[src/rtl/mklf_pkg.sv]
// shared types, constants and register indexes for the multi keyword line filter
package mklf_pkg;

  localparam int MAX_KEYWORDS_DEF       = 8;
  localparam int MAX_KEYWORD_LENGTH_DEF = 16;

  localparam int COUNT_W   = 4;
  localparam int CFG_IDX_W = 3;
  localparam int CFG_W     = 8;
  localparam int ADDR_W    = 7;
  localparam int ADDR_SPAN = 128;

  localparam logic [CFG_IDX_W-1:0] REG_USED_KEYWORDS   = 3'd0;
  localparam logic [CFG_IDX_W-1:0] REG_MATCH_ANY       = 3'd1;
  localparam logic [CFG_IDX_W-1:0] REG_WHOLE_FILE_MODE = 3'd2;
  localparam logic [CFG_IDX_W-1:0] REG_LIST_LINES      = 3'd3;
  localparam logic [CFG_IDX_W-1:0] REG_NEGATE          = 3'd4;
  localparam logic [CFG_IDX_W-1:0] REG_FOLD_CASE       = 3'd5;
  localparam logic [CFG_IDX_W-1:0] REG_PATTERN_ADDRESS = 3'd6;
  localparam logic [CFG_IDX_W-1:0] REG_PATTERN_DATA    = 3'd7;

  localparam logic [7:0] CHAR_LF   = 8'h0a;
  localparam logic [7:0] CHAR_UC_A = 8'h41;
  localparam logic [7:0] CHAR_UC_Z = 8'h5a;
  localparam logic [7:0] CASE_BIT  = 8'h20;

  localparam logic KIND_LINE    = 1'b0;
  localparam logic KIND_VERDICT = 1'b1;

  localparam int OUT_DEPTH = 4;

  typedef struct packed {
    logic [COUNT_W-1:0] used_keywords;
    logic               match_any;
    logic               whole_file_mode;
    logic               list_lines;
    logic               negate;
    logic               fold_case;
  } cfg_t;

  typedef struct packed {
    logic report_kind;
    logic file_matched;
    logic print_path;
    logic last_of_run;
  } result_t;

endpackage

[src/rtl/mklf_out_fifo.sv]
// result queue taking up to two words a cycle and giving one
module mklf_out_fifo import mklf_pkg::*; (
  input  logic       clk,
  input  logic       rst,
  input  logic [1:0] push_count,
  input  result_t    push0,
  input  result_t    push1,
  input  logic       pop,
  output logic       valid,
  output result_t    head,
  output logic       room
);

  localparam int PW = $clog2(OUT_DEPTH);
  localparam int CW = $clog2(OUT_DEPTH + 1);

  result_t        mem [OUT_DEPTH];
  logic [PW-1:0]  wp;
  logic [PW-1:0]  rp;
  logic [CW-1:0]  count;
  logic [PW-1:0]  wp_next;
  logic [CW-1:0]  count_next;

  assign valid      = (count != '0);
  assign head       = mem[rp];
  assign room       = (count <= CW'(OUT_DEPTH - 2));
  assign wp_next    = wp + PW'(push_count);
  assign count_next = count + CW'(push_count) - CW'(pop);

  always_ff @(posedge clk) begin
    if (push_count != 2'd0) begin
      mem[wp] <= push0;
    end
    if (push_count == 2'd2) begin
      mem[wp + PW'(1)] <= push1;
    end
  end

  always_ff @(posedge clk) begin
    if (rst) begin
      wp    <= '0;
      rp    <= '0;
      count <= '0;
    end else begin
      wp    <= wp_next;
      rp    <= rp + PW'(pop);
      count <= count_next;
    end
  end

endmodule

[config.mk]
export PLATFORM = sky130hd
export DESIGN_NAME = mklf_out_fifo
export DESIGN_NICKNAME = d
export VERILOG_FILES = /design/src/rtl/mklf_pkg.sv /design/src/rtl/mklf_out_fifo.sv
export SDC_FILE = /design/constraint.sdc
export NUM_CORES = 1
export LEC_CHECK = 0
export BUFFER_PORTS_ARGS = -buffer_cell sky130_fd_sc_hd__buf_2
export CORE_MARGIN = 10
export CORE_UTILIZATION = 35
export DETAILED_ROUTE_END_ITERATION = 10
export GPL_ROUTABILITY_DRIVEN = 0
export HOLD_SLACK_MARGIN = 0.03
export SLEW_MARGIN = 40
export SYNTH_ARGS = -nofsm -noshare
export SYNTH_HDL_FRONTEND = slang
export SYNTH_SLANG_ARGS = --single-unit
[constraint.sdc]
create_clock -name clk -period 1.8 [get_ports clk]
set_input_delay 0.36 -clock clk [delete_from_list [all_inputs] [get_ports clk]]
set_output_delay 0.36 -clock clk [all_outputs]
set_load 0.01 [all_outputs]
==> results of run 1 <==
==> sequential cells by signal (all words and copies together) (netlist names) <==
name   cells
count      3
mem       16
rp         2
wp         2
==> synth_stat cells, types with 2 or more instances <==
| cell | number | area [um^2] |
|---|---|---|
| edfxtp_1 | 16 | 480.5 |
| mux2_2 | 16 | 180.2 |
| dfxtp_1 | 7 | 140.1 |
| inv_1 | 6 | 22.52 |
| ha_1 | 5 | 62.56 |
| nor2_1 | 5 | 18.77 |
| nor2b_1 | 5 | 31.28 |
| mux4_2 | 4 | 90.09 |
| and4bb_4 | 2 | 32.53 |
| xnor3_1 | 2 | 45.04 |
==> per-stage QoR <==
| step | cells | instance area, um^2 | setup WS, ns |
|---|---|---|---|
| global route | 149 | 1423 | -0.01618 |
| finish | 149 | 1423 | 0.05506 |
| global placement | 145 | 1381 | 0.009479 |
| CTS | 149 | 1413 | 0.01518 |
| detailed placement | 145 | 1381 | -0.02362 |
| floorplan | 81 | 1232 | 0.03090 |
==> power by group through the flow <==
| stage | registers, uW | clock network [uW] | logic (uW) |
|---|---|---|---|
| 2_1_floorplan | 682 | 0 | 263 |
| 3_3_place_gp | 701 | 0 | 342 |
| 3_5_place_dp | 704 | 0 | 350 |
| 4_1_cts | 693 | 254 | 351 |
| 5_1_grt | 705 | 270 | 398 |
| 6_report | 692 | 239 | 350 |
==> worst max path at each step <==
stage	from	endpoint	slack, ns	cells past startpoint
after detailed placement	pop	count[2]	-0.02	7
after CTS	rp[0]	head[1]	0.02	2
final	rp[0]	head[1]	0.06	2
after global placement	pop	count[2]	0.009	7
after global routing	rp[0]	head[1]	-0.02	2
after floorplan	push_count[1]	count[2]	0.03	7
==> logic make-up (layout without fill, tap and decap cells) <==
family / Yosys count / after routing / synth area share, %
AO/OA/AOI/OAI: 4 / 4 / 2.437
XOR/XNOR: 3 / 3 / 4.365
adder cells (fa/ha/maj): 6 / 6 / 6.701
buffers and inverters: 9 / 31 / 3.552
flip-flops: 23 / 23 / 50.35
multiplexers: 21 / 21 / 22.74
AND/OR/NAND/NOR: 15 / 15 / 9.848
==> repair_timing <==
action	in CTS	in global routing
resized for setup	2	3
cloned	0	0
hold endpoints to repair	0	0
setup endpoints to repair	4	5
==> layer usage <==
layer	global-route usage, %	wire length (um)
met3	2.365	92
met1	8.096	877
met4	3.763	21
met5	0	0
met2	13.87	1206
==> critical path, cell delays in order, from the launching register on <==
cell and delay [ns]:
dfxtp_4 0.42, mux4_2 0.52, buf_6 0.14
==> cell type report <==
cell class                      count  area (um^2)
Timing Repair Buffer               21        118.9
Sequential cell                    23        625.6
Clock buffer                        3        22.52
Clock inverter                      1        5.005
Inverter                            6        22.52
Fill cell                         350         1941
Multi-Input combinational cell     49        570.5
Tap cell                           46        57.56
==> results.py, run 1 <==
metrics = {
    "worst_hold_path": {
        "hold-path-endpoint": "rp[0]",
        "hold_class": "input pin to flop",
        "hold_start": "rst",
        "min_path_cells": 2,
    },
    "logic_synthesis": {
        "avgSynthCellArea_um2": 15.22,
        "synthesis.nets": 100,
        "ys_ff_latch": 23,
        "synth_flop_cell": "edfxtp_1",
        "synthArstFlopShare_pct": 0,
        "synth.cell_area_um2": 1232,
        "ys_warn_count": 0,
        "ys_types": 23,
        "synthCells": 81,
        "ys_seq_area_share_pct": 50.36,
        "synth_edf_count": 16,
    },
    "power_and_ir_drop": {
        "intPower_uw": 933.2,
        "power_uw": 1281,
        "p_switching_uw": 347.5,
        "pwr-share-comb_pct": 27.3,
        "switching_share_pct": 27.13,
        "p_per_area_nw_per_um2": 900.2,
        "seq_power_share_pct": 54.0,
        "p_clk_share_pct": 18.7,
        "p_leak_uw": 0.0005602,
        "peakVddDrop_uv": 286.9,
    },
    "timing": {
        "worst_clock_skew_ns": 0.001031,
        "finalMaxSlewViolations": 0,
        "worst_slew_pin_slew_ns": 0.4697,
        "holdWs_ns": 0.2884,
        "finalSetupViolCount": 0,
        "hold_viol_final": 0,
        "fmax_mhz": 573.1,
        "period_share_pct": 96.94,
        "tns_ns": 0,
        "rsz0062_at_grt": "yes",
        "period_minus_slack_ns": 1.745,
        "max-slew-margin-rel_pct": 68.62,
    },
    "worst_setup_path": {
        "reg2reg_depth": 7,
        "cp.arrival_ns": 1.38,
        "timing.rr.start": "count[0]",
        "endpoint_kind": "output pin",
        "path_class": "flop to output pin",
        "reg2reg_to": "count[2]",
        "cp_max_fo": 5,
        "reg2reg_slack_ns": 0.13,
        "start_kind": "flop",
        "critical_path_required_ns": 1.44,
    },
    "cells_and_area": {
        "utilization_pct": 42.30,
        "layout_commonest_cell": "buf_2",
        "nets": 123,
        "area_delta_synth_final_pct": 15.43,
        "n_antenna_cell": 0,
        "drive_above_1_share_pct": 50.49,
        "final_cell_mix": "buf_2, mux2_2, edfxtp_1",
    },
    "detailed_routing": {
        "vias_per_cell": 4.631,
        "num_vias": 690,
        "initialDrtViolationCount": 19,
        "drc": 0,
        "firstDrtPassIters": 2,
        "routedWlPerCell_um": 14.75,
        "drtAntennaViolNets": 0,
        "routed_wl_um": 2198,
    },
    "clock_tree": {
        "cts_tree": "yes",
        "clock_sinks": 23,
        "cts_root_buf": "clkbuf_4",
        "insertion_delay_ns": 0.31,
        "postCtsHoldBufs": 0,
        "htreeDepth": 1,
        "cts_buffers": 3,
        "cts.path.max_buffers": 2,
        "post_cts_buffers": 0,
        "clkTransAtPathRegs_ns": 0.13,
    },
    "global_routing": {
        "grt_start_max_net_pins": 14,
        "grt_pass1_vias": 772,
        "gr-total-overflow": 0,
        "grt_pass1_wl_um": 3712,
        "antenna_found_initial": 0,
        "track_usage_pct": 7.769,
    },
    "floorplan": {
        "initial_core_util_pct": 36.64,
        "row_count": 21,
        "coreArea_um2": 3363,
        "die_height_um": 79.34,
        "fp.dieW_um": 79.34,
        "dieArea_um2": 6295,
        "num_io_pins": 19,
    },
    "placed_design": {
        "io_buffers": 18,
        "dp_hpwl_um": 1740,
    },
    "flow_run": {
        "max_cap_violations": 0,
    },
    "outcome": {
        "outcome": "complete, no violations",
    },
}
Note: power is estimated with default switching activity, not from simulation.
==> run 2, diff against run 1 <==
--- a/config.mk
+++ b/config.mk
@@ -8,6 +8,7 @@
 export BUFFER_PORTS_ARGS = -buffer_cell sky130_fd_sc_hd__buf_2
 export CORE_MARGIN = 10
 export CORE_UTILIZATION = 35
+export CTS_BUF_LIST = sky130_fd_sc_hd__clkbuf_16
 export DETAILED_ROUTE_END_ITERATION = 10
 export GPL_ROUTABILITY_DRIVEN = 0
 export HOLD_SLACK_MARGIN = 0.03
==> run 2 against run 1 <==
Core utilization rose by 1.3 points. Fmax rose by 2.0%. Combinational power fell by 2%. Final area rose by 3.0%. Hold slack improved by 0.076 ns. Clock skew rose by 0.00071 ns. Largest cell class unchanged. Largest power group unchanged.
==> results.py, run 2 (synthesized netlist as in run 1, its figures left out) <==
metrics = {
    "timing": {
        "max-slew-margin-rel_pct": 69.13,
        "finalSetupViolCount": 0,
        "rsz0062_at_grt": "no",
        "fmax_mhz": 584.7,
        "finalMaxSlewViolations": 0,
        "period_share_pct": 95.02,
        "worst_clock_skew_ns": 0.001743,
        "worst_slew_pin_slew_ns": 0.4621,
        "final.setup.worst_slack_ns": 0.08960,
        "period_minus_slack_ns": 1.710,
        "hold_viol_final": 0,
    },
    "global_routing": {
        "grt_pass1_vias": 781,
        "antenna_found_initial": 0,
        "grt_start_max_net_pins": 14,
        "grt_pass1_wl_um": 3698,
        "track_usage_pct": 7.703,
        "gr-total-overflow": 0,
    },
    "detailed_routing": {
        "routedWlPerCell_um": 14.66,
        "initialDrtViolationCount": 16,
        "routed_wl_um": 2184,
        "num_vias": 690,
        "drtAntennaViolNets": 0,
        "drc": 0,
        "vias_per_cell": 4.631,
        "firstDrtPassIters": 4,
    },
    "clock_tree": {
        "cts_buffers": 3,
        "postCtsHoldBufs": 0,
        "cts_resized": 1,
        "htreeDepth": 1,
        "cts_root_buf": "clkbuf_16",
        "cts_tree": "yes",
        "post_cts_buffers": 0,
        "cts.path.max_buffers": 2,
        "insertion_delay_ns": 0.25,
        "clock_sinks": 23,
        "clkTransAtPathRegs_ns": 0.06,
    },
    "floorplan": {
        "coreArea_um2": 3363,
        "fp.dieW_um": 79.34,
        "die_height_um": 79.34,
        "dieArea_um2": 6295,
        "initial_core_util_pct": 36.64,
        "num_io_pins": 19,
        "row_count": 21,
    },
    "power_and_ir_drop": {
        "peakVddDrop_uv": 402.4,
        "p_per_area_nw_per_um2": 1030,
        "p_leak_uw": 0.0005807,
    },
    "outcome": {
        "outcome": "complete, no violations",
    },
    "cells_and_area": {
        "area_delta_synth_final_pct": 18.88,
        "drive_above_1_share_pct": 49.51,
        "n_antenna_cell": 0,
        "largest_reg_flops": 16,
        "final_cell_mix": "buf_2, mux2_2, edfxtp_1",
        "design_area_um2": 1465,
        "nFillCells": 340,
        "top_register": "mem",
        "reg_top3": "mem x16, count x3",
        "layout_commonest_cell": "buf_2",
        "nets": 123,
    },
    "flow_run": {
        "max_cap_violations": 0,
    },
    "worst_setup_path": {
        "crit_path_cell_trace": "mux4_2, buf_2",
        "cp_max_fo": 5,
        "cp.arrival_ns": 1.35,
        "path_class": "flop to output pin",
        "endpoint_kind": "output pin",
        "start_kind": "flop",
        "critPathMaxStageDelay_ns": 0.52,
        "critical_path_required_ns": 1.44,
        "slowest_stage": "mux4_2",
    },
    "placed_design": {
        "io_buffers": 18,
        "placed_cell_area_um2": 1381,
        "dp_hpwl_um": 1740,
        "dp_worst_setup_slack_ns": -0.02362,
    },
    "worst_hold_path": {
        "hold_class": "input pin to flop",
    },
}
[run 2: path summary, 6_finish.rpt]
check / from / slack (ns) / to / depth (start not counted)
hold reg to reg: rp[1] / 0.64 / rp[1] / 2
setup reg to reg: count[0] / 0.13 / count[2] / 7
setup / recovery: rp[0] / 0.09 / head[1] / 2
hold / removal: rst / 0.36 / rp[0] / 2
[run 2: where the power goes]
| part | switching, uW | internal (uW) | leakage (uW) |
|---|---|---|---|
| clock network | 175 | 298 | 0.0000409 |
| logic | 142 | 201 | 0.000331 |
| registers | 47.5 | 644 | 0.000209 |
[run 2: per-layer routing]
metal,global-route usage (%),vias up,part of all wire [%],wire length (um)
met3,2.027,2,4.3,93
met1,8.173,332,40,881
li1,-,348,-,-
met5,0,-,0,0
met2,13.78,8,54,1188
met4,3.763,0,0.92,20
[run 2: area by class of cell]
type                    count  area [um^2]  share of cell area [%]
clock buffers               3        75.07                   5.124
multi-input cells          49        570.5                   38.94
inverters                   6        22.52                   1.537
repair buffers             21        112.6                   7.686
well taps                  46        57.56                   3.928
flip-flops and latches     23        621.8                   42.44
clock inverters             1        5.005                  0.3416
[run 2: per-stage QoR]
step	setup TNS [ns]	utilization (%)	instances	hold slack (ns)	total power (uW)
floorplan	0	-	81	0.4316	945.0
global placement	0	41.07	145	0.6239	1043
detailed placement	-0.02362	41.07	145	0.6395	1054
CTS	0	43.49	149	0.3709	1532
global route	0	43.56	149	0.3784	1608
finish	0	43.56	149	0.3643	1509
[run 2: critical path: cells and delay by family (launching register included)]
kind                   cells  cell delay [ns]
buffers and inverters      1             0.15
flip-flops                 1             0.43
multiplexers               1             0.52
