`config.mk`:
```
export PLATFORM = sky130hd
export DESIGN_NAME = mklf_scan
export DESIGN_NICKNAME = d
export VERILOG_FILES = /design/src/rtl/mklf_pkg.sv /design/src/rtl/mklf_scan.sv
export SDC_FILE = /design/constraint.sdc
export NUM_CORES = 1
export LEC_CHECK = 0
export BUFFER_PORTS_ARGS = -buffer_cell sky130_fd_sc_hd__buf_2
export CAP_MARGIN = 40
export CORE_AREA = 3 3 430 432
export DETAILED_ROUTE_END_ITERATION = 8
export DIE_AREA = 0 0 433 435
export PLACE_DENSITY = 0.31
export SLEW_MARGIN = 20
export SYNTH_ARGS = -nofsm -noshare
export SYNTH_HDL_FRONTEND = slang
export SYNTH_SLANG_ARGS = --single-unit
```
`constraint.sdc`:
```
create_clock -name clk -period 8.84 [get_ports clk]
set_clock_uncertainty 0.15 [all_clocks]
set_input_delay 2.21 -clock clk [delete_from_list [all_inputs] [get_ports clk]]
set_output_delay 2.21 -clock clk [all_outputs]
set_load 0.05 [all_outputs]
```
`src/rtl/mklf_pkg.sv`:
```
// shared types, constants and register indexes for the multi keyword line filter
package mklf_pkg;

  localparam int MAX_KEYWORDS_DEF       = 8;
  localparam int MAX_KEYWORD_LENGTH_DEF = 16;

  localparam int COUNT_W   = 4;
  localparam int CFG_IDX_W = 3;
  localparam int CFG_W     = 8;
  localparam int ADDR_W    = 7;
  localparam int ADDR_SPAN = 128;

  localparam logic [CFG_IDX_W-1:0] REG_USED_KEYWORDS   = 3'd0;
  localparam logic [CFG_IDX_W-1:0] REG_MATCH_ANY       = 3'd1;
  localparam logic [CFG_IDX_W-1:0] REG_WHOLE_FILE_MODE = 3'd2;
  localparam logic [CFG_IDX_W-1:0] REG_LIST_LINES      = 3'd3;
  localparam logic [CFG_IDX_W-1:0] REG_NEGATE          = 3'd4;
  localparam logic [CFG_IDX_W-1:0] REG_FOLD_CASE       = 3'd5;
  localparam logic [CFG_IDX_W-1:0] REG_PATTERN_ADDRESS = 3'd6;
  localparam logic [CFG_IDX_W-1:0] REG_PATTERN_DATA    = 3'd7;

  localparam logic [7:0] CHAR_LF   = 8'h0a;
  localparam logic [7:0] CHAR_UC_A = 8'h41;
  localparam logic [7:0] CHAR_UC_Z = 8'h5a;
  localparam logic [7:0] CASE_BIT  = 8'h20;

  localparam logic KIND_LINE    = 1'b0;
  localparam logic KIND_VERDICT = 1'b1;

  localparam int OUT_DEPTH = 4;

  typedef struct packed {
    logic [COUNT_W-1:0] used_keywords;
    logic               match_any;
    logic               whole_file_mode;
    logic               list_lines;
    logic               negate;
    logic               fold_case;
  } cfg_t;

  typedef struct packed {
    logic report_kind;
    logic file_matched;
    logic print_path;
    logic last_of_run;
  } result_t;

endpackage

```
`src/rtl/mklf_scan.sv`:
```
// line history, keyword compare and line and file verdict logic
module mklf_scan import mklf_pkg::*; #(
  parameter int MAX_KEYWORDS       = MAX_KEYWORDS_DEF,
  parameter int MAX_KEYWORD_LENGTH = MAX_KEYWORD_LENGTH_DEF,
  localparam int LW = $clog2(MAX_KEYWORD_LENGTH + 1)
) (
  input  logic          clk,
  input  logic          rst,
  input  logic          go,
  input  logic [7:0]    data_in,
  input  logic          has_in,
  input  logic          eof_in,
  input  cfg_t          cfg,
  input  logic [LW-1:0] kw_len [MAX_KEYWORDS],
  input  logic [7:0]    kw_pat [MAX_KEYWORDS][MAX_KEYWORD_LENGTH],
  output logic [1:0]    res_count,
  output result_t       res0,
  output result_t       res1
);

  logic [7:0]              hist [MAX_KEYWORD_LENGTH];
  logic [LW-1:0]           fill;
  logic                    cut;
  logic [MAX_KEYWORDS-1:0] line_hit;
  logic [MAX_KEYWORDS-1:0] seen;
  logic                    file_hit;

  logic [7:0]              b_f;
  logic [7:0]              hist_next [MAX_KEYWORD_LENGTH];
  logic [LW-1:0]           fill_next;
  logic                    cut_next;
  logic [MAX_KEYWORDS-1:0] hits;
  logic [MAX_KEYWORDS-1:0] line_hit_next;
  logic [LW-1:0]           fill_after;
  logic [MAX_KEYWORDS-1:0] hit_after;
  logic [MAX_KEYWORDS-1:0] act;
  logic [MAX_KEYWORDS-1:0] empty;
  logic [MAX_KEYWORDS-1:0] m;
  logic [MAX_KEYWORDS-1:0] seen_next;
  logic                    close;
  logic                    line_ok;
  logic                    report;
  logic                    file_hit_next;
  logic                    line_rep;
  logic                    matched;
  logic                    vprint;
  result_t                 line_word;
  result_t                 verdict_word;

  always_comb begin
    b_f = data_in;
    if (cfg.fold_case && data_in >= CHAR_UC_A && data_in <= CHAR_UC_Z) begin
      b_f = data_in | CASE_BIT;
    end
  end

  always_comb begin
    hist_next[0] = b_f;
    for (int i = 1; i < MAX_KEYWORD_LENGTH; i++) begin
      hist_next[i] = hist[i-1];
    end
  end

  assign fill_next = (fill == LW'(MAX_KEYWORD_LENGTH)) ? fill : fill + LW'(1);
  assign cut_next  = cut || (b_f == 8'h00);

  always_comb begin
    for (int k = 0; k < MAX_KEYWORDS; k++) begin
      hits[k] = (kw_len[k] != '0) && (kw_len[k] <= fill_next);
      for (int i = 0; i < MAX_KEYWORD_LENGTH; i++) begin
        if (LW'(i) < kw_len[k] && hist_next[i] != kw_pat[k][i]) begin
          hits[k] = 1'b0;
        end
      end
      act[k]   = {{(32-COUNT_W){1'b0}}, cfg.used_keywords} > 32'(k);
      empty[k] = (kw_len[k] == '0);
    end
  end

  assign line_hit_next = line_hit | (cut_next ? '0 : hits);
  assign fill_after    = has_in ? fill_next : fill;
  assign hit_after     = has_in ? line_hit_next : line_hit;
  assign close         = (has_in && b_f == CHAR_LF) || (eof_in && fill_after != '0);
  assign m             = (hit_after | empty) & act;

  always_comb begin
    seen_next = seen;
    if (!cfg.whole_file_mode) begin
      line_ok = cfg.match_any ? (m != '0) : (m == act);
      report  = line_ok;
    end else begin
      report = (m != '0);
      if (cfg.match_any) begin
        line_ok = (m != '0);
      end else begin
        if (close) begin
          seen_next = seen | m;
        end
        line_ok = ((seen_next & act) == act);
      end
    end
  end

  assign file_hit_next = file_hit || (close && line_ok);
  assign line_rep      = close && report && cfg.list_lines && !cfg.negate;
  assign matched       = file_hit_next ^ cfg.negate;
  assign vprint        = matched && (!cfg.list_lines || cfg.negate);

  always_comb begin
    line_word.report_kind  = KIND_LINE;
    line_word.file_matched = 1'b0;
    line_word.print_path   = 1'b1;
    line_word.last_of_run  = !eof_in;
    verdict_word.report_kind  = KIND_VERDICT;
    verdict_word.file_matched = matched;
    verdict_word.print_path   = vprint;
    verdict_word.last_of_run  = 1'b1;
    res0 = line_rep ? line_word : verdict_word;
    res1 = verdict_word;
    res_count = {1'b0, line_rep} + {1'b0, eof_in};
  end

  always_ff @(posedge clk) begin
    if (go && has_in) begin
      for (int i = 0; i < MAX_KEYWORD_LENGTH; i++) begin
        hist[i] <= hist_next[i];
      end
    end
  end

  always_ff @(posedge clk) begin
    if (rst) begin
      fill     <= '0;
      cut      <= 1'b0;
      line_hit <= '0;
      seen     <= '0;
      file_hit <= 1'b0;
    end else if (go) begin
      if (eof_in) begin
        fill     <= '0;
        cut      <= 1'b0;
        line_hit <= '0;
        seen     <= '0;
        file_hit <= 1'b0;
      end else if (close) begin
        fill     <= '0;
        cut      <= 1'b0;
        line_hit <= '0;
        seen     <= seen_next;
        file_hit <= file_hit_next;
      end else if (has_in) begin
        fill     <= fill_next;
        cut      <= cut_next;
        line_hit <= line_hit_next;
      end
    end
  end

endmodule

```
==> results of run 1 <==
==> logic make-up (layout without fill, tap and decap cells) <==
kind of cell	Yosys count	count (layout)	share of synthesized area
muxes	2	2	0.00109
other	1	36	0.000193
DFF	143	143	0.209
AOI/OAI and AO/OA	263	263	0.0866
xor gates and xnor gates	1030	1030	0.464
adders and majority gates	44	44	0.0283
and+or+nand+nor	553	553	0.163
buffers and inverters	203	1432	0.0483
==> power breakdown <==
part	leakage, nW	total (mW)	internal, mW	switching [mW]
sequential	1.31	0.856	0.755	0.101
clock	0.298	0.860	0.477	0.383
combinational	10.9	1.11	0.499	0.613
total	12.5	2.83	1.73	1.10
==> cell usage after synthesis, types with 9 or more instances <==
cell,n
nand2_1,58
nand3_1,30
nor4_1,186
nand4_1,116
nor2_1,69
xor2_1,644
nor3_1,27
a21oi_1,98
a41oi_1,9
edfxtp_1,120
xnor2_1,385
a22oi_1,19
a21o_1,15
buf_4,11
dfxtp_1,23
o21ai_0,35
buf_2,65
o22ai_1,16
ha_1,44
inv_1,36
clkbuf_1,80
a31oi_1,16
or3_1,9
==> placed cells by master, fill, tap and decap left out, types with 25 or more instances in the layout <==
| cell type | count |
|---|---|
| a21oi_1 | 98 |
| buf_2 | 1098 |
| buf_4 | 232 |
| diode_2 | 34 |
| edfxtp_1 | 120 |
| ha_1 | 44 |
| inv_1 | 36 |
| nand2_1 | 58 |
| nand3_1 | 30 |
| nand4_1 | 116 |
| nor2_1 | 68 |
| nor3_1 | 25 |
| nor4_1 | 146 |
| nor4_2 | 32 |
| o21ai_0 | 35 |
| xnor2_1 | 385 |
| xor2_1 | 644 |
==> layer usage <==
metal,track usage,routed length [um]
met3,0.0284,8030
met2,0.353,97600
met1,0.228,76700
met4,0.0460,4600
met5,0,136
==> path summary, 6_finish.rpt <==
| check | to | slack, ns | cells past startpoint |
|---|---|---|---|
| max | res1[2] | 0.16 | 19 |
| max reg2reg | file_hit$_SDFFE_PP0P_ | 4.00 | 21 |
| min reg2reg | seen[7]$_SDFFE_PP0P_ | 0.30 | 2 |
| min | seen[7]$_SDFFE_PP0P_ | 0.30 | 2 |
==> worst register-to-register path, stage by stage (launching register included) <==
cell	delay, ns
dfxtp_1	0.53
inv_1	0.09
ha_1	0.21
nand3b_1	0.17
nand2_1	0.07
mux2_2	0.43
ha_1	0.37
a21o_1	0.18
a21o_1	0.17
a211oi_1	0.25
a2bb2oi_1	0.19
nand4_1	0.16
nor4b_2	0.35
clkdlybuf4s15_2	0.29
buf_4	0.13
buf_4	0.11
o32a_1	0.20
a21oi_2	0.05
nor4b_1	0.17
buf_4	0.17
o211ai_1	0.19
and3b_1	0.18
==> layout make-up <==
type,count,area (um^2),area share
diodes,34,85.1,0.00280
clock buffers,18,429,0.0141
inverters,36,135,0.00444
flip-flops and latches,143,4060,0.134
well taps,2370,2970,0.0974
clock inverters,13,200,0.00658
multi-input cells,1894,14800,0.488
repair buffers,1365,7710,0.253
==> through the flow <==
| step | instance area (um^2) | total power [mW] | worst slack, ns | TNS (ns) |
|---|---|---|---|---|
| after global placement | 29000 | 1.97 | -1.03 | -7.57 |
| after CTS | 30200 | 2.89 | 0.0121 | 0 |
| after detailed placement | 29400 | 1.99 | -0.271 | -1.53 |
| after global routing | 30400 | 2.98 | 0.00370 | 0 |
| after floorplan | 19500 | 1.27 | 0.359 | 0 |
| final | 30400 | 2.83 | 0.162 | 0 |
==> registers in the layout, summed over array words and instances (netlist names) <==
register  cells
fill          5
line_hit      8
cut           1
seen          8
hist        120
file_hit      1
==> what timing repair did <==
| action | 4_1_cts | 5_1_grt |
|---|---|---|
| pin swaps | 3 | 4 |
| setup endpoints to repair | 8 | 7 |
| buffers inserted | 2 | 1 |
| resized for setup | 14 | 14 |
==> impl_metrics.ini, run 1 <==
[clock_network]
clkTransAtPathRegs_ns = 0.08
cts_hold_repair.buffers = 0
clock_tree_buffer_depth = 2
number_of_clock_sinks_seen_by_cts = 143
tritoncts_clock_tree = yes
h-tree-depth = 4
clk_latency_ns = 0.52
root_buffer = clkbuf_16
numCtsBuffers = 17

[floorplan]
core_area_um2 = 181000
rows = 156
initial_core_util = 0.108
chipWidth_um = 433
design.portCount = 1096
chipHeight_um = 435
floorplan.die_area_um2 = 188000

[global_routing]
sum_of_overflow_across_all_layers_after_global_routing = 0
initial_antenna_violation_count = 77
track_usage = 0.191
grt_start_max_net_pins = 44
grt_first_pass_wirelength_um = 236000
grt_pass1_vias = 23900

[drt]
route.detailed.wl_per_inst_um = 31.9
drt_pass1_iterations = 5
via_per_inst = 3.84
drt_drc_violations_left = 0
wl_um = 187000
antenna_violating_nets_post_route = 0
vias = 22600
drtIter0Drc = 1303

[critical_path]
worst_ep_required_time_ns = 6.48
path_delay_family = buffers and inverters
critical_path.startpoint = kw_pat[880]
critPathMaxStageDelay_ns = 0.49
timing.critical_path.slowest_stage_cell = nor4b_1
worstPathCellList = buf_2 > xor2_1 > nor4_2 > buf_4 > a21oi_1 > nor4_2 > buf_2 > nand4_1 > nor4b_2 > clkdlybuf4s15_2 > buf_4 > buf_4 > o32a_1 > a21oi_2 > nor4b_1 > o211ai_1 > buf_4 > xnor2_1 > buf_12
startpoint_of_the_worst_slack_reg_to_reg_timing_path = fill[0]$_SDFFE_PP0P_
critical-path-top-cell-by-count = buf_4
crit_fanout = 3
worst_setup_path_end_kind = output pin
arrival_ns = 6.32
critical_path_buf_inv_count = 8
worst_setup_path_type = primary input to output pin
timing.critical_path.from_type = primary input

[logic_synthesis]
syn-cell-area_um2 = 19500
yosys.cell_types.count = 77
yosys-top-cells-area = xor2_1 29%, edfxtp_1 19%, xnor2_1 17%
synth_area_leader_cell = xor2_1
postSynth.asyncResetShare = 0
synth_seq_area_share = 0.209
ys_ff_latch = 143
yosysWarnings = 0
count_of_mapped_cells_out_of_synthesis = 2239
synth_top_area_share = 0.290
synth_top_flop_cell = edfxtp_1
synth_edf_count = 120
synth_area_per_cell_um2 = 8.69

[power]
p_leak_nw = 12.5
irDropWorstVdd_mv = 0.129
powerDensity_nw_per_um2 = 92.9

[final_layout]
area_delta_synth_final_pct = 56.4
layout.cells.non_filler = 5873
final_nets = 4587
drive_gt1_frac = 0.423
post-route-util = 0.168
num-fill-cells = 20700

[place]
placed_insts = 5799
detailedPlacementHpwl_um = 167000
io_buffers = 1093
gp_routability_congestion = 0.908

[timing]
finalHoldViolCount = 0
worst_slew_margin_rel = 0.392
final_period_minus_worst_setup_slack_ns = 8.68
grt_setup_unrepaired = false
final_max_tran_viols = 0
final_min_period_over_clock_period = 0.982
actual_slew_at_the_worst_max_slew_pin_ns = 0.912
timing.final.setup_violations = 0
fin_worst_hold_slack_ns = 0.305
achievable-frequency_mhz = 115

[worst_hold_path]
hold_path.class = flip-flop to flip-flop
hp-start = seen[7]$_SDFFE_PP0P_

[job]
timing.max_cap.violations = 0

[status]
status = finished clean
Note: power is estimated with default switching activity, not from simulation.
==> inputs of run 2 (changes only) <==
- CTS_BUF_LIST: unset -> sky130_fd_sc_hd__clkbuf_16
==> run 2 against run 1 <==
Non-clock buffer count unchanged. First-iteration DRC count did not move. Largest cell class unchanged. Critical path type unchanged. Sequential share of layout area unchanged. Largest power group unchanged. Global-route usage is the same. Flip-flop and latch count unchanged. Combinational power about the same. Fmax is essentially flat.
==> impl_metrics.ini, run 2 (same netlist as run 1, synthesis figures left out) <==
[status]
status = finished clean

[timing]
grt_setup_unrepaired = false
accumulated_negative_setup_slack_ns = 0
finalHoldViolCount = 0
achievable-frequency_mhz = 115
final_period_minus_worst_setup_slack_ns = 8.68
final_max_tran_viols = 0
worst_slew_margin_rel = 0.392
timing.final.setup_violations = 0
actual_slew_at_the_worst_max_slew_pin_ns = 0.912
final_min_period_over_clock_period = 0.982

[floorplan]
initial_core_util = 0.108
core_area_um2 = 181000
chipWidth_um = 433
floorplan.die_area_um2 = 188000
chipHeight_um = 435
rows = 156
design.portCount = 1096

[global_routing]
initial_antenna_violation_count = 77
sum_of_overflow_across_all_layers_after_global_routing = 0
track_usage = 0.191
grt_pass1_vias = 23900
grt_first_pass_wirelength_um = 236000
grt_start_max_net_pins = 44

[final_layout]
layout.cells.non_filler = 5873
biggestRegsByFlops = hist: 120 flops, line_hit: 8 flops, seen: 8 flops
layout_common_cells = 1098 x buf_2, 644 x xor2_1, 385 x xnor2_1
final_nets = 4587
design_area_um2 = 30400
mostFrequentLayoutCell = buf_2
post-route-util = 0.168
largest_register_by_flop_count = hist
drive_gt1_frac = 0.423
area_delta_synth_final_pct = 56.4
largest_reg_flops = 120

[drt]
route.detailed.wl_per_inst_um = 31.9
drt_drc_violations_left = 0
antenna_violating_nets_post_route = 0
via_per_inst = 3.84
drtIter0Drc = 1303
drt_pass1_iterations = 5
vias = 22600
wl_um = 187000

[critical_path]
timing.critical_path.slowest_stage_cell = nor4b_1
worst_setup_path_type = primary input to output pin
critPathMaxStageDelay_ns = 0.49
path_delay_family = buffers and inverters
crit_fanout = 3
worstPathCellList = buf_2 > xor2_1 > nor4_2 > buf_4 > a21oi_1 > nor4_2 > buf_2 > nand4_1 > nor4b_2 > clkdlybuf4s15_2 > buf_4 > buf_4 > o32a_1 > a21oi_2 > nor4b_1 > o211ai_1 > buf_4 > xnor2_1 > buf_12
startpoint_of_the_worst_slack_reg_to_reg_timing_path = fill[0]$_SDFFE_PP0P_
critical_path_buf_inv_count = 8
worst_setup_path_end_kind = output pin
arrival_ns = 6.32
critical-path-top-cell-by-count = buf_4
critical_path.startpoint = kw_pat[880]
timing.critical_path.from_type = primary input
worst_ep_required_time_ns = 6.48

[power]
power.share.sequential = 0.303
switching_power_mw = 1.10
power.combinational.fraction = 0.393
powerDensity_nw_per_um2 = 92.9
p_clk_frac = 0.304
power.internal_mw = 1.73
fin_total_pwr_mw = 2.83
p_leak_nw = 12.5
switching_part_of_the_total_power = 0.388
irDropWorstVdd_mv = 0.129

[clock_network]
numCtsBuffers = 17
clkTransAtPathRegs_ns = 0.08
clk_latency_ns = 0.52
h-tree-depth = 4
number_of_clock_sinks_seen_by_cts = 143
clock_tree_buffer_depth = 2
root_buffer = clkbuf_16
tritoncts_clock_tree = yes

[worst_hold_path]
hold_path.class = flip-flop to flip-flop
hp-start = seen[7]$_SDFFE_PP0P_

[place]
detailedPlacementHpwl_um = 167000
placed_cell_area_um2 = 29400
gp_routability_congestion = 0.908
io_buffers = 1093
placed_insts = 5799

[job]
timing.max_cap.violations = 0
[run 2: stage by stage]
stage	hold WS, ns	setup WS (ns)
2_1_floorplan	0.271	0.359
5_1_grt	0.330	0.00370
6_report	0.305	0.159
3_3_place_gp	0.288	-1.03
4_1_cts	0.309	0.0121
3_5_place_dp	0.298	-0.271
[run 2: path summary, 6_finish.rpt]
path	end	cells after the start	slack [ns]
hold / removal	seen[7]$_SDFFE_PP0P_	2	0.30
setup / recovery	res1[2]	19	0.16
hold reg to reg	seen[7]$_SDFFE_PP0P_	2	0.30
setup reg to reg	file_hit$_SDFFE_PP0P_	21	4.00
[run 2: metal layers]
metal / global-route usage / wire, um / up-vias / part of all wire
li1: - / - / 10300 / -
met1: 0.228 / 76800 / 11200 / 0.41
met2: 0.353 / 97600 / 855 / 0.52
met3: 0.0284 / 8010 / 176 / 0.043
met4: 0.0460 / 4570 / 20 / 0.024
met5: 0 / 136 / - / 0.00073
[run 2: final cells by class]
cell class / instances / area (um^2)
timing repair buffer: 1365 / 7710
clock buffer: 17 / 425
clock inverter: 14 / 204
multi-input combinational: 1894 / 14800
antenna: 34 / 85.1
inverter: 36 / 135
sequential: 143 / 4060
tap: 2370 / 2970
fill: 20700 / 151000
[run 2: timing repair]
item,4_1_cts,5_1_grt
hold buffers,0,0
pin swaps,3,4
setup buffers,2,1
gates resized for setup,14,14
endpoints found under the setup margin,8,7
[run 2: tightest hold or removal path, stage by stage, from the launching register on]
cell	delay [ns]
dfxtp_1	0.31
nand2_1	0.05
a21oi_1	0.05
[run 2: power by group through the flow]
| stage | Sequential (mW) | Clock, mW | Combinational [mW] |
|---|---|---|---|
| after floorplan | 0.778 | 0 | 0.496 |
| after global placement | 0.883 | 0 | 1.08 |
| after detailed placement | 0.876 | 0 | 1.11 |
| after CTS | 0.861 | 0.911 | 1.12 |
| after global routing | 0.860 | 0.928 | 1.20 |
| final | 0.856 | 0.859 | 1.11 |
==> inputs of run 3 (changes only) <==
- BUFFER_PORTS_ARGS: -buffer_cell sky130_fd_sc_hd__buf_2 -> unset
- DONT_BUFFER_PORTS: unset -> 1
- PLACE_DENSITY: 0.31 -> unset
==> run 3 against run 2 <==
Count of clock-buffer cells in the layout did not move. Final cell count fell by 19%. Worst hold slack lost 0.0048 ns. Fmax is 1.8% lower. Global-route usage up 0.83 points. Setup slack got worse by 0.16 ns. First-iteration DRC count is 80% higher. Design area shrank 18%. Sequential power down 0.5%. Die area unchanged.
==> impl_metrics.ini, run 3 (same netlist as run 1, synthesis figures left out) <==
[global_routing]
grt-busiest-layer = met2
track_usage = 0.199
grt_use_met3 = 0.0592
gr-usage-met1 = 0.234
initial_antenna_violation_count = 30
use_met2 = 0.334
grt_first_pass_wirelength_um = 236000
grt_pass1_vias = 19600
sum_of_overflow_across_all_layers_after_global_routing = 0
grt_start_max_net_pins = 51

[power]
fin_total_pwr_mw = 2.51
power.share.sequential = 0.340
p_leak_nw = 8.22
power.combinational.fraction = 0.321
powerDensity_nw_per_um2 = 100
switching_power_mw = 0.945
p_clk_frac = 0.339
irDropWorstVdd_mv = 0.134
power.internal_mw = 1.56
switching_part_of_the_total_power = 0.377

[critical_path]
worst_r2r_end = file_hit$_SDFFE_PP0P_
path_delay_family = simple AND/OR/NAND/NOR gates
critical_path_buf_inv_count = 6
startpoint_of_the_worst_slack_reg_to_reg_timing_path = hist[0][59]$_DFFE_PP_
timing.critical_path.slowest_stage_cell = nor4_1
worstPathCellList = xor2_1 > nor4_1 > buf_4 > a22oi_1 > nor4_1 > nand4_1 > nor3_1 > buf_4 > o21ai_0 > a2111oi_0 > buf_4 > a41oi_2 > o211ai_1 > buf_4 > buf_4 > a21o_1 > buf_12
worst_setup_path_type = primary input to output pin
critical_path.startpoint = kw_pat[111]
crit_fanout = 3
arrival_ns = 6.48
cp_num_cells = 17
capturing_element_of_the_worst_setup_path = res1[1]
setup.reg_to_reg.worst_slack_ns = 3.97
ff2ff_path_depth = 16
worst_ep_required_time_ns = 6.48
worst_setup_path_end_kind = output pin
critPathMaxStageDelay_ns = 0.70
timing.critical_path.from_type = primary input
critical-path-top-cell-by-count = buf_4

[final_layout]
largest_register_by_flop_count = hist
layout_common_cells = 644 x xor2_1, 384 x xnor2_1, 238 x buf_4
design_area_um2 = 24900
final_nets = 3500
mostFrequentLayoutCell = xor2_1
num-fill-cells = 20600
biggestRegsByFlops = hist: 120 flops, line_hit: 8 flops, seen: 8 flops
largest_reg_flops = 120
drive_gt1_frac = 0.151
area_delta_synth_final_pct = 28.2

[drt]
antenna_violating_nets_post_route = 0
drt_pass1_iterations = 6
drt_drc_violations_left = 0
route.detailed.wl_per_inst_um = 40.9
vias = 19800
drtIter0Drc = 2341
wl_um = 196000
via_per_inst = 4.14

[floorplan]
design.portCount = 1096
chipHeight_um = 435
rows = 156
core_area_um2 = 181000
chipWidth_um = 433
floorplan.die_area_um2 = 188000
initial_core_util = 0.108

[clock_network]
tritoncts_clock_tree = yes
postCtsSetupBuffers = 0
clkTransAtPathRegs_ns = 0.08
cts_hold_repair.buffers = 0
number_of_clock_sinks_seen_by_cts = 143
root_buffer = clkbuf_16
clk_latency_ns = 0.55
h-tree-depth = 4
clock_tree_buffer_depth = 2
numCtsBuffers = 17

[timing]
finalHoldViolCount = 0
final_period_minus_worst_setup_slack_ns = 8.84
achievable-frequency_mhz = 113
actual_slew_at_the_worst_max_slew_pin_ns = 0.908
timing.final.setup_violations = 0
worst_slew_margin_rel = 0.394
final_min_period_over_clock_period = 1.00
final_max_tran_viols = 0
grt_setup_unrepaired = false

[place]
placed_cell_area_um2 = 24200
gp_routability_congestion = 1.02
io_buffers = 0
detailedPlacementHpwl_um = 174000

[worst_hold_path]
hp-start = seen[7]$_SDFFE_PP0P_
hold_path.class = flip-flop to flip-flop

[status]
status = finished clean

[job]
timing.max_cap.violations = 0
-- run 3: cell types whose count changed in the layout (fill, tap and decap cells not counted), moves of 5 or more --
cell             previous run  this run
buf_2                    1098         1
buf_4                     232       238
buf_8                       9        23
clkdlybuf4s15_2             7         2
clkdlybuf4s18_2             7         0
diode_2                    34        28
nor4_1                    146       162
nor4_2                     32        23
nor4_4                      9         2
-- run 3: power by group through the flow --
stage | Sequential [mW] | Clock, mW | Combinational (mW)
2_1_floorplan | 0.778 | 0 | 0.496
3_3_place_gp | 0.887 | 0 | 0.756
3_5_place_dp | 0.868 | 0 | 0.798
4_1_cts | 0.854 | 0.887 | 0.805
5_1_grt | 0.852 | 0.904 | 0.854
6_report | 0.852 | 0.848 | 0.805
-- run 3: worst min-delay path by stage --
stage,endpoint,cells past startpoint
finish,seen[7]$_SDFFE_PP0P_,2
global route,seen[7]$_SDFFE_PP0P_,2
CTS,seen[7]$_SDFFE_PP0P_,2
detailed placement,seen[7]$_SDFFE_PP0P_,2
global placement,hist[1][10]$_DFFE_PP_,0
floorplan,seen[7]$_SDFFE_PP0P_,2
-- run 3: worst reg2reg max path, delay by kind of cell (launching register included) --
kind	cells	cell delay [ns]
xor+xnor	1	0.11
simple gates	5	1.67
compound gates	5	0.98
buf+inv	5	1.16
flops	1	0.77
-- run 3: what timing repair did --
item	4_1_cts	5_1_grt
gates resized for setup	1	3
setup endpoints to repair	1	3
gates cloned	0	0
-- run 3: routing by layer --
metal | vias up | part of all wire
met4 | 24 | 0.045
met5 | - | 0.0028
met1 | 9952 | 0.38
met2 | 1408 | 0.48
met3 | 250 | 0.089
li1 | 8145 | -
-- run 3: metrics by stage --
step / instances / setup WS (ns) / hold WS, ns / setup TNS (ns) / utilization
2_1_floorplan: 2240 / 0.359 / 0.271 / 0 / -
3_5_place_dp: 4717 / 0.0395 / 0.287 / 0 / 0.134
3_3_place_gp: 4678 / -0.490 / 0.284 / -2.45 / 0.131
5_1_grt: 4758 / 0.0131 / 0.309 / 0 / 0.138
6_report: 4779 / 0.00247 / 0.300 / 0 / 0.138
4_1_cts: 4747 / 0.0527 / 0.299 / 0 / 0.137
-- run 3: area by class of cell --
type                            instances  area, um^2  area share
Inverter                               36         135     0.00542
Multi-Input combinational cell       1894       14700       0.587
Sequential cell                       143        4060       0.163
Timing Repair Buffer                  278        2460      0.0986
Clock buffer                           17         425      0.0171
Clock inverter                         13         171     0.00687
Antenna cell                           28        70.1     0.00281
Tap cell                             2370        2970       0.119
